[config.mk]
export PLATFORM = sky130hd
export DESIGN_NAME = sequence_event_byte_parser
export DESIGN_NICKNAME = d
export VERILOG_FILES = /design/src/seb_pkg.sv /design/src/sequence_event_byte_parser.sv /design/src/seb_parser.sv /design/src/seb_out_buf.sv
export VERILOG_INCLUDE_DIRS = /design/src /design/src/src
export SDC_FILE = /design/constraint.sdc
export NUM_CORES = 1
export LEC_CHECK = 0
export ABC_AREA = 1
export BUFFER_PORTS_ARGS = -buffer_cell sky130_fd_sc_hd__buf_2
export CORE_MARGIN = 4
export CORE_UTILIZATION = 65
export CTS_CLUSTER_DIAMETER = 50
export DETAILED_ROUTE_END_ITERATION = 10
export PLACE_DENSITY = 0.95
export SYNTH_ARGS = -nofsm -noshare
export SYNTH_HDL_FRONTEND = slang
export SYNTH_SLANG_ARGS = --single-unit
[constraint.sdc]
create_clock -name clk_i -period 17.65 [get_ports clk_i]
set_clock_uncertainty 0.1 [all_clocks]
set_input_delay 0 -clock clk_i [delete_from_list [all_inputs] [get_ports clk_i]]
set_output_delay 0 -clock clk_i [all_outputs]
set_load 0.02 [all_outputs]
[src/assert_macros.svh]
// Assertion macros used by the output buffer RTL of the score byte parser.
`ifndef ASSERT_MACROS_SVH
`define ASSERT_MACROS_SVH

// Check a property on the rising clock, ignored while reset is asserted.
`define SEB_ASSERT_CLK(label, clk, rst_n, prop, msg) \
  label: assert property (@(posedge clk) disable iff (!rst_n) (prop)) else $error(msg);

// Same, on the house clock and reset names.
`define SEB_ASSERT(label, prop, msg) \
  `SEB_ASSERT_CLK(label, clk_i, rst_ni, prop, msg)

`endif

[src/seb_pkg.sv]
// Types, opcodes and length decode shared by the score byte parser.
`timescale 1ns / 1ps
`default_nettype none

package seb_pkg;

  localparam int unsigned TIME_BITS_DEFAULT = 32;
  localparam int unsigned GATHER_DEPTH      = 6;

  localparam logic [7:0] NOTE_MAX       = 8'h7F;
  localparam logic [7:0] OP_END         = 8'h80;
  localparam logic [7:0] OP_UNK_81      = 8'h81;
  localparam logic [7:0] OP_UNK_82      = 8'h82;
  localparam logic [7:0] OP_PROGRAM     = 8'h83;
  localparam logic [7:0] OP_BEND        = 8'h84;
  localparam logic [7:0] OP_VOLUME      = 8'h85;
  localparam logic [7:0] OP_EXPRESSION  = 8'h86;
  localparam logic [7:0] OP_PAN         = 8'h87;
  localparam logic [7:0] OP_UNK_88      = 8'h88;
  localparam logic [7:0] OP_SUSTAIN     = 8'h89;
  localparam logic [7:0] OP_UNK_8A      = 8'h8A;
  localparam logic [7:0] OP_SEGNO_START = 8'h8D;
  localparam logic [7:0] OP_SEGNO_END   = 8'h8E;
  localparam logic [7:0] OP_REST        = 8'h8F;
  localparam logic [7:0] OP_UNK_90      = 8'h90;
  localparam logic [7:0] OP_UNK_92      = 8'h92;
  localparam logic [7:0] OP_UNK_93      = 8'h93;
  localparam logic [7:0] OP_UNK_94      = 8'h94;
  localparam logic [7:0] OP_UNK_95      = 8'h95;
  localparam logic [7:0] OP_BEND_RANGE  = 8'h96;
  localparam logic [7:0] OP_UNK_97      = 8'h97;
  localparam logic [7:0] OP_UNK_99      = 8'h99;
  localparam logic [7:0] OP_UNK_9A      = 8'h9A;
  localparam logic [7:0] OP_UNK_9B      = 8'h9B;
  localparam logic [7:0] OP_IMPLY       = 8'h9E;

  localparam logic [15:0] BEND_RANGE_CENTS = 16'd100;

  typedef enum logic [3:0] {
    KIND_NOTE        = 4'd0,
    KIND_PROGRAM     = 4'd1,
    KIND_BEND        = 4'd2,
    KIND_VOLUME      = 4'd3,
    KIND_EXPRESSION  = 4'd4,
    KIND_PAN         = 4'd5,
    KIND_SUSTAIN     = 4'd6,
    KIND_BEND_RANGE  = 4'd7,
    KIND_REST        = 4'd8,
    KIND_SEGNO_START = 4'd9,
    KIND_SEGNO_END   = 4'd10,
    KIND_IMPLY       = 4'd11,
    KIND_UNKNOWN     = 4'd12,
    KIND_END         = 4'd13,
    KIND_BAD         = 4'd14
  } event_kind_e;

  typedef enum logic {
    PHASE_WAIT,
    PHASE_GATHER
  } parse_phase_e;

  typedef struct packed {
    logic [7:0] byte_in;
    logic       pattern_start;
  } in_item_t;

  typedef struct packed {
    event_kind_e        event_kind;
    logic [6:0]         key;
    logic [7:0]         velocity;
    logic [7:0]         note_length;
    logic [7:0]         delta_ticks;
    logic signed [15:0] event_value;
    logic [7:0]         bank_number;
    logic [2:0]         event_bytes;
    logic [31:0]        event_time;
  } out_item_t;

  // Bytes that follow a status byte; notes drop the fields that are implied.
  function automatic logic [2:0] trailing_count(input logic [7:0] op,
                                                input logic       len_implied,
                                                input logic       vel_implied);
    logic [2:0] n;
    n = 3'd0;
    if (op <= NOTE_MAX) begin
      n = 3'd1 + 3'(!len_implied) + 3'(!vel_implied);
    end else begin
      unique case (op)
        OP_UNK_81, OP_UNK_82, OP_BEND, OP_VOLUME, OP_EXPRESSION, OP_PAN,
        OP_UNK_88, OP_SUSTAIN, OP_UNK_8A, OP_UNK_90, OP_UNK_92, OP_UNK_93,
        OP_UNK_95, OP_BEND_RANGE, OP_UNK_99, OP_UNK_9A, OP_IMPLY: n = 3'd2;
        OP_PROGRAM:                n = 3'd3;
        OP_SEGNO_END, OP_REST:     n = 3'd1;
        OP_UNK_94:                 n = 3'd4;
        OP_UNK_97:                 n = 3'd5;
        OP_UNK_9B:                 n = 3'd6;
        default:                   n = 3'd0;
      endcase
    end
    return n;
  endfunction

endpackage

`default_nettype wire

[src/sequence_event_byte_parser.sv]
// Each decoded event is registered in the output register, or in the skid entry.
// Throughput: one byte per cycle; the decode is a single pass between the parser
// state registers and the output register, and a one-entry skid takes a result
// while the output waits, so input stalls only when both are full.
// Reset: asynchronous, active low; clears the parser, implied values, running time
// and stop flag, and empties the output buffer.
`timescale 1ns / 1ps
`default_nettype none

module sequence_event_byte_parser #(
  parameter int unsigned TIME_BITS = seb_pkg::TIME_BITS_DEFAULT
) (
  input  logic               clk_i,
  input  logic               rst_ni,
  // input request channel: one score byte per request
  input  logic               in_valid_i,
  output logic               in_stall_o,
  input  seb_pkg::in_item_t  in_data_i,
  // output request channel: one decoded event per request
  output logic               out_valid_o,
  input  logic               out_stall_i,
  output seb_pkg::out_item_t out_data_o
);
  import seb_pkg::*;

  logic      accept;
  logic      res_valid;
  logic      buf_full;
  out_item_t res;

  // Stall only while the skid entry holds a result; stall is a register output.
  assign in_stall_o = buf_full;
  assign accept     = in_valid_i && !buf_full;

  // Decode each accepted request and advance the parser state.
  seb_parser #(
    .TIME_BITS(TIME_BITS)
  ) u_parser (
    .clk_i      (clk_i),
    .rst_ni     (rst_ni),
    .accept_i   (accept),
    .item_i     (in_data_i),
    .res_valid_o(res_valid),
    .res_o      (res)
  );

  // Hold finished events until the consumer takes them.
  seb_out_buf u_out_buf (
    .clk_i      (clk_i),
    .rst_ni     (rst_ni),
    .push_i     (res_valid),
    .data_i     (res),
    .full_o     (buf_full),
    .out_valid_o(out_valid_o),
    .out_stall_i(out_stall_i),
    .out_data_o (out_data_o)
  );

endmodule

`default_nettype wire

[src/seb_parser.sv]
// Parser state and single-pass event decode for the score byte parser.
`timescale 1ns / 1ps
`default_nettype none

module seb_parser #(
  parameter int unsigned TIME_BITS = seb_pkg::TIME_BITS_DEFAULT
) (
  input  logic              clk_i,
  input  logic              rst_ni,
  input  logic              accept_i,
  input  seb_pkg::in_item_t item_i,
  output logic              res_valid_o,
  output seb_pkg::out_item_t res_o
);
  import seb_pkg::*;

  parse_phase_e         phase_q, phase_d;
  logic [7:0]           opcode_q, opcode_d;
  logic [7:0]           gath_q [GATHER_DEPTH];
  logic [7:0]           gath_d [GATHER_DEPTH];
  logic [7:0]           g_eff  [GATHER_DEPTH];
  logic [2:0]           remain_q, remain_d;
  logic [7:0]           imp_len_q, imp_len_d;
  logic [7:0]           imp_vel_q, imp_vel_d;
  logic [TIME_BITS-1:0] time_q, time_d;
  logic                 finished_q, finished_d;

  logic                 start;
  logic [7:0]           in_byte;
  logic [7:0]           il, iv;
  logic                 fin_eff;
  parse_phase_e         ph_eff;
  logic [2:0]           n_cur, n_status, n_fin, idx;
  logic [7:0]           fin_op;
  logic                 set_stop, set_imply;
  logic [63:0]          time_ext;
  out_item_t            ev;

  // Pattern start overrides the held state before the byte is looked at.
  always_comb begin
    start    = item_i.pattern_start;
    in_byte  = item_i.byte_in;
    il       = start ? 8'd0 : imp_len_q;
    iv       = start ? 8'd0 : imp_vel_q;
    fin_eff  = start ? 1'b0 : finished_q;
    ph_eff   = start ? PHASE_WAIT : phase_q;
    n_cur    = trailing_count(opcode_q, il != 8'd0, iv != 8'd0);
    n_status = trailing_count(in_byte, il != 8'd0, iv != 8'd0);
    idx      = n_cur - remain_q;
    fin_op   = (ph_eff == PHASE_WAIT) ? in_byte : opcode_q;
    n_fin    = trailing_count(fin_op, il != 8'd0, iv != 8'd0);
    time_ext = 64'(time_q);
    for (int k = 0; k < GATHER_DEPTH; k++) begin
      g_eff[k] = ((ph_eff == PHASE_GATHER) && (idx == 3'(k))) ? in_byte : gath_q[k];
    end
  end

  // Event decode from the opcode and the gathered bytes, newest byte merged in.
  always_comb begin
    ev             = '0;
    ev.event_kind  = KIND_UNKNOWN;
    ev.event_bytes = n_fin + 3'd1;
    ev.event_time  = time_ext[31:0];
    set_stop       = 1'b0;
    set_imply      = 1'b0;
    if (fin_op <= NOTE_MAX) begin
      ev.event_kind  = KIND_NOTE;
      ev.key         = fin_op[6:0];
      ev.delta_ticks = g_eff[0];
      ev.note_length = (il != 8'd0) ? il : g_eff[1];
      if (iv != 8'd0) begin
        ev.velocity = iv;
      end else begin
        ev.velocity = (il != 8'd0) ? g_eff[1] : g_eff[2];
      end
    end else begin
      unique case (fin_op)
        OP_END: begin
          ev.event_kind = KIND_END;
          set_stop      = 1'b1;
        end
        OP_PROGRAM: begin
          ev.event_kind  = KIND_PROGRAM;
          ev.delta_ticks = g_eff[0];
          ev.event_value = {9'd0, g_eff[1][6:0]};
          ev.bank_number = {g_eff[2][6:0], g_eff[1][7]};
        end
        OP_BEND: begin
          ev.event_kind  = KIND_BEND;
          ev.delta_ticks = g_eff[0];
          ev.event_value = {g_eff[1][7], g_eff[1], 7'd0};
        end
        OP_VOLUME, OP_EXPRESSION, OP_PAN, OP_SUSTAIN: begin
          unique case (fin_op)
            OP_VOLUME:     ev.event_kind = KIND_VOLUME;
            OP_EXPRESSION: ev.event_kind = KIND_EXPRESSION;
            OP_PAN:        ev.event_kind = KIND_PAN;
            default:       ev.event_kind = KIND_SUSTAIN;
          endcase
          ev.delta_ticks = g_eff[0];
          ev.event_value = {8'd0, g_eff[1]};
        end
        OP_BEND_RANGE: begin
          ev.event_kind  = KIND_BEND_RANGE;
          ev.delta_ticks = g_eff[0];
          ev.event_value = 16'({8'd0, g_eff[1]} * BEND_RANGE_CENTS);
        end
        OP_REST: begin
          ev.event_kind  = KIND_REST;
          ev.delta_ticks = g_eff[0];
        end
        OP_SEGNO_START: ev.event_kind = KIND_SEGNO_START;
        OP_SEGNO_END:   ev.event_kind = KIND_SEGNO_END;
        OP_IMPLY: begin
          ev.event_kind  = KIND_IMPLY;
          ev.note_length = g_eff[0];
          ev.velocity    = g_eff[1];
          set_imply      = 1'b1;
        end
        OP_UNK_81, OP_UNK_82, OP_UNK_88, OP_UNK_8A, OP_UNK_90, OP_UNK_92,
        OP_UNK_93, OP_UNK_94, OP_UNK_95, OP_UNK_97, OP_UNK_99, OP_UNK_9A,
        OP_UNK_9B: begin
          ev.event_kind  = KIND_UNKNOWN;
          ev.delta_ticks = g_eff[0];
        end
        default: begin
          ev.event_kind = KIND_BAD;
          set_stop      = 1'b1;
        end
      endcase
    end
  end

  // Advance the parser on every accepted byte.
  always_comb begin
    phase_d     = phase_q;
    opcode_d    = opcode_q;
    gath_d      = gath_q;
    remain_d    = remain_q;
    imp_len_d   = imp_len_q;
    imp_vel_d   = imp_vel_q;
    time_d      = time_q;
    finished_d  = finished_q;
    res_valid_o = 1'b0;
    if (accept_i) begin
      imp_len_d  = il;
      imp_vel_d  = iv;
      finished_d = fin_eff;
      phase_d    = ph_eff;
      remain_d   = start ? 3'd0 : remain_q;
      if (!fin_eff) begin
        if (ph_eff == PHASE_WAIT) begin
          opcode_d = in_byte;
          if (n_status == 3'd0) begin
            res_valid_o = 1'b1;
          end else begin
            remain_d = n_status;
            phase_d  = PHASE_GATHER;
          end
        end else begin
          for (int k = 0; k < GATHER_DEPTH; k++) begin
            if (idx == 3'(k)) begin
              gath_d[k] = in_byte;
            end
          end
          remain_d = remain_q - 3'd1;
          if (remain_q == 3'd1) begin
            res_valid_o = 1'b1;
          end
        end
      end
      if (res_valid_o) begin
        phase_d  = PHASE_WAIT;
        remain_d = 3'd0;
        time_d   = time_q + TIME_BITS'(ev.delta_ticks);
        if (set_stop) begin
          finished_d = 1'b1;
        end
        if (set_imply) begin
          imp_len_d = g_eff[0];
          imp_vel_d = g_eff[1];
        end
      end
    end
  end

  assign res_o = ev;

  always_ff @(posedge clk_i or negedge rst_ni) begin
    if (!rst_ni) begin
      phase_q    <= PHASE_WAIT;
      opcode_q   <= 8'd0;
      remain_q   <= 3'd0;
      imp_len_q  <= 8'd0;
      imp_vel_q  <= 8'd0;
      time_q     <= '0;
      finished_q <= 1'b0;
    end else begin
      phase_q    <= phase_d;
      opcode_q   <= opcode_d;
      remain_q   <= remain_d;
      imp_len_q  <= imp_len_d;
      imp_vel_q  <= imp_vel_d;
      time_q     <= time_d;
      finished_q <= finished_d;
    end
  end

  always_ff @(posedge clk_i) begin
    gath_q <= gath_d;
  end

endmodule

`default_nettype wire

[src/seb_out_buf.sv]
// Output register with one skid entry for the score byte parser results.
`timescale 1ns / 1ps
`default_nettype none
`include "assert_macros.svh"

module seb_out_buf (
  input  logic               clk_i,
  input  logic               rst_ni,
  input  logic               push_i,
  input  seb_pkg::out_item_t data_i,
  output logic               full_o,
  output logic               out_valid_o,
  input  logic               out_stall_i,
  output seb_pkg::out_item_t out_data_o
);
  import seb_pkg::*;

  logic      out_valid_q, out_valid_d;
  logic      skid_valid_q, skid_valid_d;
  out_item_t out_data_q, out_data_d;
  out_item_t skid_data_q, skid_data_d;

  always_comb begin
    out_valid_d  = out_valid_q;
    out_data_d   = out_data_q;
    skid_valid_d = skid_valid_q;
    skid_data_d  = skid_data_q;
    if (!out_valid_q || !out_stall_i) begin
      if (skid_valid_q) begin
        out_valid_d  = 1'b1;
        out_data_d   = skid_data_q;
        skid_valid_d = 1'b0;
      end else begin
        out_valid_d = push_i;
        out_data_d  = data_i;
      end
    end else if (push_i) begin
      skid_valid_d = 1'b1;
      skid_data_d  = data_i;
    end
  end

  always_ff @(posedge clk_i or negedge rst_ni) begin
    if (!rst_ni) begin
      out_valid_q  <= 1'b0;
      skid_valid_q <= 1'b0;
    end else begin
      out_valid_q  <= out_valid_d;
      skid_valid_q <= skid_valid_d;
    end
  end

  always_ff @(posedge clk_i) begin
    out_data_q  <= out_data_d;
    skid_data_q <= skid_data_d;
  end

  assign full_o      = skid_valid_q;
  assign out_valid_o = out_valid_q;
  assign out_data_o  = out_data_q;

  `SEB_ASSERT(a_skid_behind_out, skid_valid_q |-> out_valid_q, "skid entry without output entry")
  `SEB_ASSERT(a_no_push_when_full, push_i |-> !skid_valid_q, "result pushed into full buffer")
  `SEB_ASSERT(a_stalled_holds, out_valid_q && out_stall_i |=> out_valid_q, "stalled result dropped")

endmodule

`default_nettype wire
**Word-level counts from Yosys, hierarchy flattened**

Index checks and enable logic that the tools add are counted.

- Output and inout port bits: 96
- Flip-flop bits (word level): 275

- Reductions and logical operators: 31
- Bitwise logic cells: 2
- Add/subtract/negate cells: 6
- Magnitude comparators: 3
- Multiply operators: 1
- Equal/unequal tests: 74
- Multiplexer cells: 56

Operators by type and width:

| operator | number |
|---|---|
| $eq A8 B8 Y1 const B | 71 |
| $mux W8 | 15 |
| $mux W94 | 1 |
| $pmux W16 S4 | 1 |
| $pmux W3 S6 | 3 |
| $reduce_or A17 Y1 | 3 |
| $mux W24 | 2 |
| $pmux W4 S10 | 1 |
| $add A32 B8 Y32 | 1 |
| $le A8 B7 Y1 const B | 3 |
| $mux W3 | 8 |
| $reduce_or A24 Y1 | 1 |
| $mux W1 | 21 |
| $reduce_or A21 Y1 | 1 |
| $mux W16 | 1 |
| $reduce_bool A8 Y1 | 2 |
| $mul A8 B5 Y13 const B | 1 |
| $reduce_or A13 Y1 | 1 |
| $reduce_and A4 Y1 | 3 |
| $pmux W3 S3 | 1 |
| $mux W7 | 1 |
| $eq A3 B1 Y1 const B | 2 |
| $logic_not A3 Y1 | 2 |
| $reduce_and A2 Y1 | 3 |
| 14 further kinds | 24 |

**Longest topological paths before layout**

- Depth in word-level cells: 14
- Depth in mapped cells: 39

**Cells and area by module**

A second synthesis with hierarchy kept.

- Cells, all modules: 1728
- Area total of the unflattened synthesis: 14742.9 µm²

Modules (own cells, without submodules):

| module | cells each | sequential area each (µm²) | times used | area an instance (µm²) |
|---|---|---|---|---|
| seb_parser | 1226 | 2247.2 | 1 | 7797.5 |
| seb_out_buf | 500 | 5695.5 | 1 | 6935.4 |
| sequence_event_byte_parser | 2 | 0.0 | 1 | 10.0 |

**Worst setup path before layout**

OpenSTA, ideal clock, no wires.

- Path kind: register to register
- Start: reg u_out_buf.out_valid_q (netlist: u_out_buf.out_valid_o)
- End: reg u_out_buf.skid_data_q[0] (netlist bit), enable pin
- Slack: 10172 ps
- Required time: 17003 ps
- Setup time: 547 ps
- Stages on the path, launching flop included: 3
- Path buffers: 0
- Data arrival time: 6831 ps
- Clock period less this slack: 7478 ps
- Cell sequence: dfrtp_1 > nand2_1 > nor2_1

- Word-level cells in the longest chain between the ends: 4

RTL lines:

| item | RTL line | text |
|---|---|---|
| start, declared | seb_out_buf.sv:18 | `logic out_valid_q, out_valid_d;` |
| start signal, assigned | seb_out_buf.sv:48 | `out_valid_q <= out_valid_d;` |
| $logic_not A1 Y1 | seb_out_buf.sv:28 | `if (!out_valid_q \|\| !out_stall_i) begin` |
| $logic_or A1 B1 Y1 | seb_out_buf.sv:28 |  |
| $not A1 Y1 (no line) | - |  |
| $reduce_and A2 Y1 (no line) | - |  |
| end signal, assigned | seb_out_buf.sv:55 | `skid_data_q <= skid_data_d;` |
| end, declared | seb_out_buf.sv:21 | `out_item_t skid_data_q, skid_data_d;` |

Every way passes these cells.
A chain may end at the register's enable or synchronous reset.

==> results.md <==
* Run status: finished, final reports clean
* Power density over the cells at 129 nW/µm²
* Clock slew at reported path FFs at 0.06 ns
* Final hold viol count at 0
* Clock Sinks at approximately 280
* Nets@finish at 1726
* Ys async rst share at 0.229
* Drt via density at 6.02
* Fin. max-slew vios at 0
* Crit path kind: flip-flop to flip-flop
* Finished Core Util at 0.743
* Endpoints failing setup at 0
* Num CTS Buffers at 31
* Register area share after synthesis at 0.549
* Clock buffer depth at 3
* Required @ worst endpoint at 17.86 ns
* Ys flop type: edfxtp_1
* Syn avg cell area at 9.26 µm²
* Setup ws final at 10.35 ns
* Crit start category: flip-flop
* Die width at 157 µm
* Yosys reg bits at 275
* Cts repair resizes at 0
* Syn_nets at 1621
* Largest net degree at the start of global routing at 80
* RSZ-0062 raised after global routing: no
* Syn Std Cell Area at 14500 µm²
* H-tree Lvls at 1
* Actual slew at the worst max-slew pin at 0.951 ns
* Clk_lat worst skew at around 0.55 ns
* EDFF count, synth at around 210
* Vias in the first global route at 11500
* Placer Congestion at 0.983
* TritonCTS clock tree: done
* Die H at 157 µm
* CTS Root Cell: clkbuf_16
* Post-detail-place hpwl at 27700 µm
* Worst Path Max Fanout at 26
* Layout cell share with drive strength beyond 1 at 0.152
* Core box area at 21800 µm²
* Slew HR at 0.365
* DR WL/cell at 19.9 µm
* Die Area at roughly 25000 µm²
* Placed Area at 15100 µm²
* Peak Freq at ~140 MHz
* LEAKAGE at ~7.5 nW
* First-pass GRT wire length at 61500 µm
* GR Overflow Total at 0
* I/O pin total at 109
* WHS at 0.0778 ns
* Number of port buffers at between 100 and 150
* ANT cells at 0
* Global Route Usage Sum at 0.317
* Post-layout min period at 7.30 ns
* Post-Route WL at ~39000 µm
* DRC viols at 0
* Mapped Cells at between 1500 and 2000
* Initial Util at 0.663
* Worst setup EP type: flip-flop
* Max VDD drop at 0.0941 mV
* Most used cell, CP: nand2_1
* Starting DRT DRC Count at around 1300
* Initial antenna violation count at 0
* Setup TNS at 0 ns
* Period utilization at 0.414
* Final antenna-violating net count at 0
* Distinct cells, synth at 63
* Synth-to-layout area growth at 12.2%
* Hold WC Path Type: input pin to async pin
* Pre-CTS WS at 10.45 ns
* CP peak stage delay at approximately 0.63 ns
* Routed vias at between 10000 and 15000
* Max-cap violations at 0
* DRT Pass-1 Iters at 9
* Row cnt at 54
* CP Data Arrival Time at 7.51 ns
* Worst path slowest cell: clkinv_1
* Fin area at roughly 16000 µm²
* Yosys warning count at 0
-- Yosys cell counts, types with 11 or more instances --
library cell | instances | area, µm²
nand2_1 | 527 | 1980
edfxtp_1 | 212 | 6370
inv_1 | 112 | 420
nand3_1 | 92 | 460
nor2_1 | 91 | 342
o21ai_0 | 75 | 375
dfrtp_1 | 63 | 1580
ha_1 | 42 | 526
a21oi_1 | 40 | 200
nand4_1 | 32 | 200
clkbuf_1 | 31 | 116
o21ai_1 | 27 | 135
xor2_1 | 26 | 228
nor3_1 | 20 | 100
inv_2 | 16 | 60.1
nand2_2 | 14 | 87.6
buf_2 | 11 | 55.1
-- per-stage QoR --
stage,std cells,power (W)
after floorplan,1561,0.00129
after global placement,1902,0.00145
after detailed placement,1902,0.00147
after CTS,1970,0.00209
after global routing,1970,0.00220
final,1970,0.00210
-- layer usage --
metal / track usage / wire length, µm / vias up
met3: 0.0454 / 3510 / 140
met5: 0 / 0 / -
met1: 0.417 / 14700 / 5551
met4: 0.146 / 1920 / 0
li1: - / - / 5470
met2: 0.525 / 19000 / 700
-- kinds of logic (layout without fill, tap and decap cells) --
kind of cell / count (synthesis) / in the layout / share of synthesized area
AOI/OAI and AO/OA: 195 / 195 / 0.0810
DFF: 275 / 275 / 0.549
buffers and inverters: 187 / 316 / 0.0561
xor gates and xnor gates: 33 / 33 / 0.0200
adders and majority gates: 47 / 47 / 0.0433
and+or+nand+nor: 824 / 824 / 0.251
-- repair_timing --
action                     CTS  global route
buffers inserted             0             0
setup endpoints to repair    0             0
hold endpoints to repair   135             0
hold buffers                11             0
-- critical path, delay by kind of cell, from the launching register on --
| kind | cells | cell delay, ns |
|---|---|---|
| AO/OA/AOI/OAI | 6 | 1.00 |
| AND/OR/NAND/NOR | 14 | 2.14 |
| flip-flops | 1 | 0.40 |
| adder cells (fa/ha/maj) | 7 | 2.66 |
| buffers and inverters | 3 | 0.75 |
-- final cells by class --
type	instances	area (µm²)
repair buffers	127	711
clock inverters	22	176
fillers	1480	5600
flip-flops and latches	275	7950
multi-input cells	1099	5720
clock buffers	35	811
well taps	280	350
inverters	132	503
-- where the power goes --
| part | internal (W) | switching (W) | total [W] |
|---|---|---|---|
| logic | 0.000182 | 0.000416 | 0.000598 |
| registers | 0.000817 | 0.0000616 | 0.000879 |
| clock network | 0.000350 | 0.000272 | 0.000622 |
-- flip-flops by register name, indices dropped and copies added (netlist names) --
name,flops
u_out_buf.skid_data_q,94
u_parser.opcode_q,8
u_parser.time_q,32
u_out_buf.full_o,1
u_out_buf.out_data_o,94
u_parser.phase_q,1
u_parser.imp_len_q,8
u_out_buf.out_valid_o,1
u_parser.remain_q,3
u_parser.gath_q,24
u_parser.imp_vel_q,8
u_parser.finished_q,1
-- cell usage in the layout, fill, tap and decap left out, drive strengths merged, types with 3 or more instances in the layout --
cell type / instances
o21ai: 112
a21o: 3
nand4: 33
dfrtp: 63
xor2: 26
ha: 42
dlygate4sd3: 11
nand3: 97
a31oi: 8
nor2: 104
xnor2: 7
o31ai: 3
o22ai: 10
a21oi: 44
and2: 5
clkbuf: 35
inv: 137
nor4: 5
buf: 116
or2: 8
nand2: 547
nor3: 23
fa: 5
clkinv: 15
edfxtp: 212
-- path summary, 6_finish.rpt --
kind	slack, ns	startpoint	cells after the start	end
hold / removal	0.08	rst_ni	3	u_parser.phase_q
hold reg to reg	0.38	u_parser.time_q[28]	0	u_out_buf.skid_data_q[28]
setup / recovery	10.35	u_parser.imp_len_q[6]	30	u_out_buf.out_data_o[56]
min in group clk_i	0.16	in_valid_i	4	u_parser.imp_len_q[5]
setup reg to reg	10.35	u_parser.imp_len_q[6]	30	u_out_buf.out_data_o[56]
max in group asynchronous	16.67	rst_ni	3	u_out_buf.full_o
No activity file was read; power rests on OpenSTA's default activity.
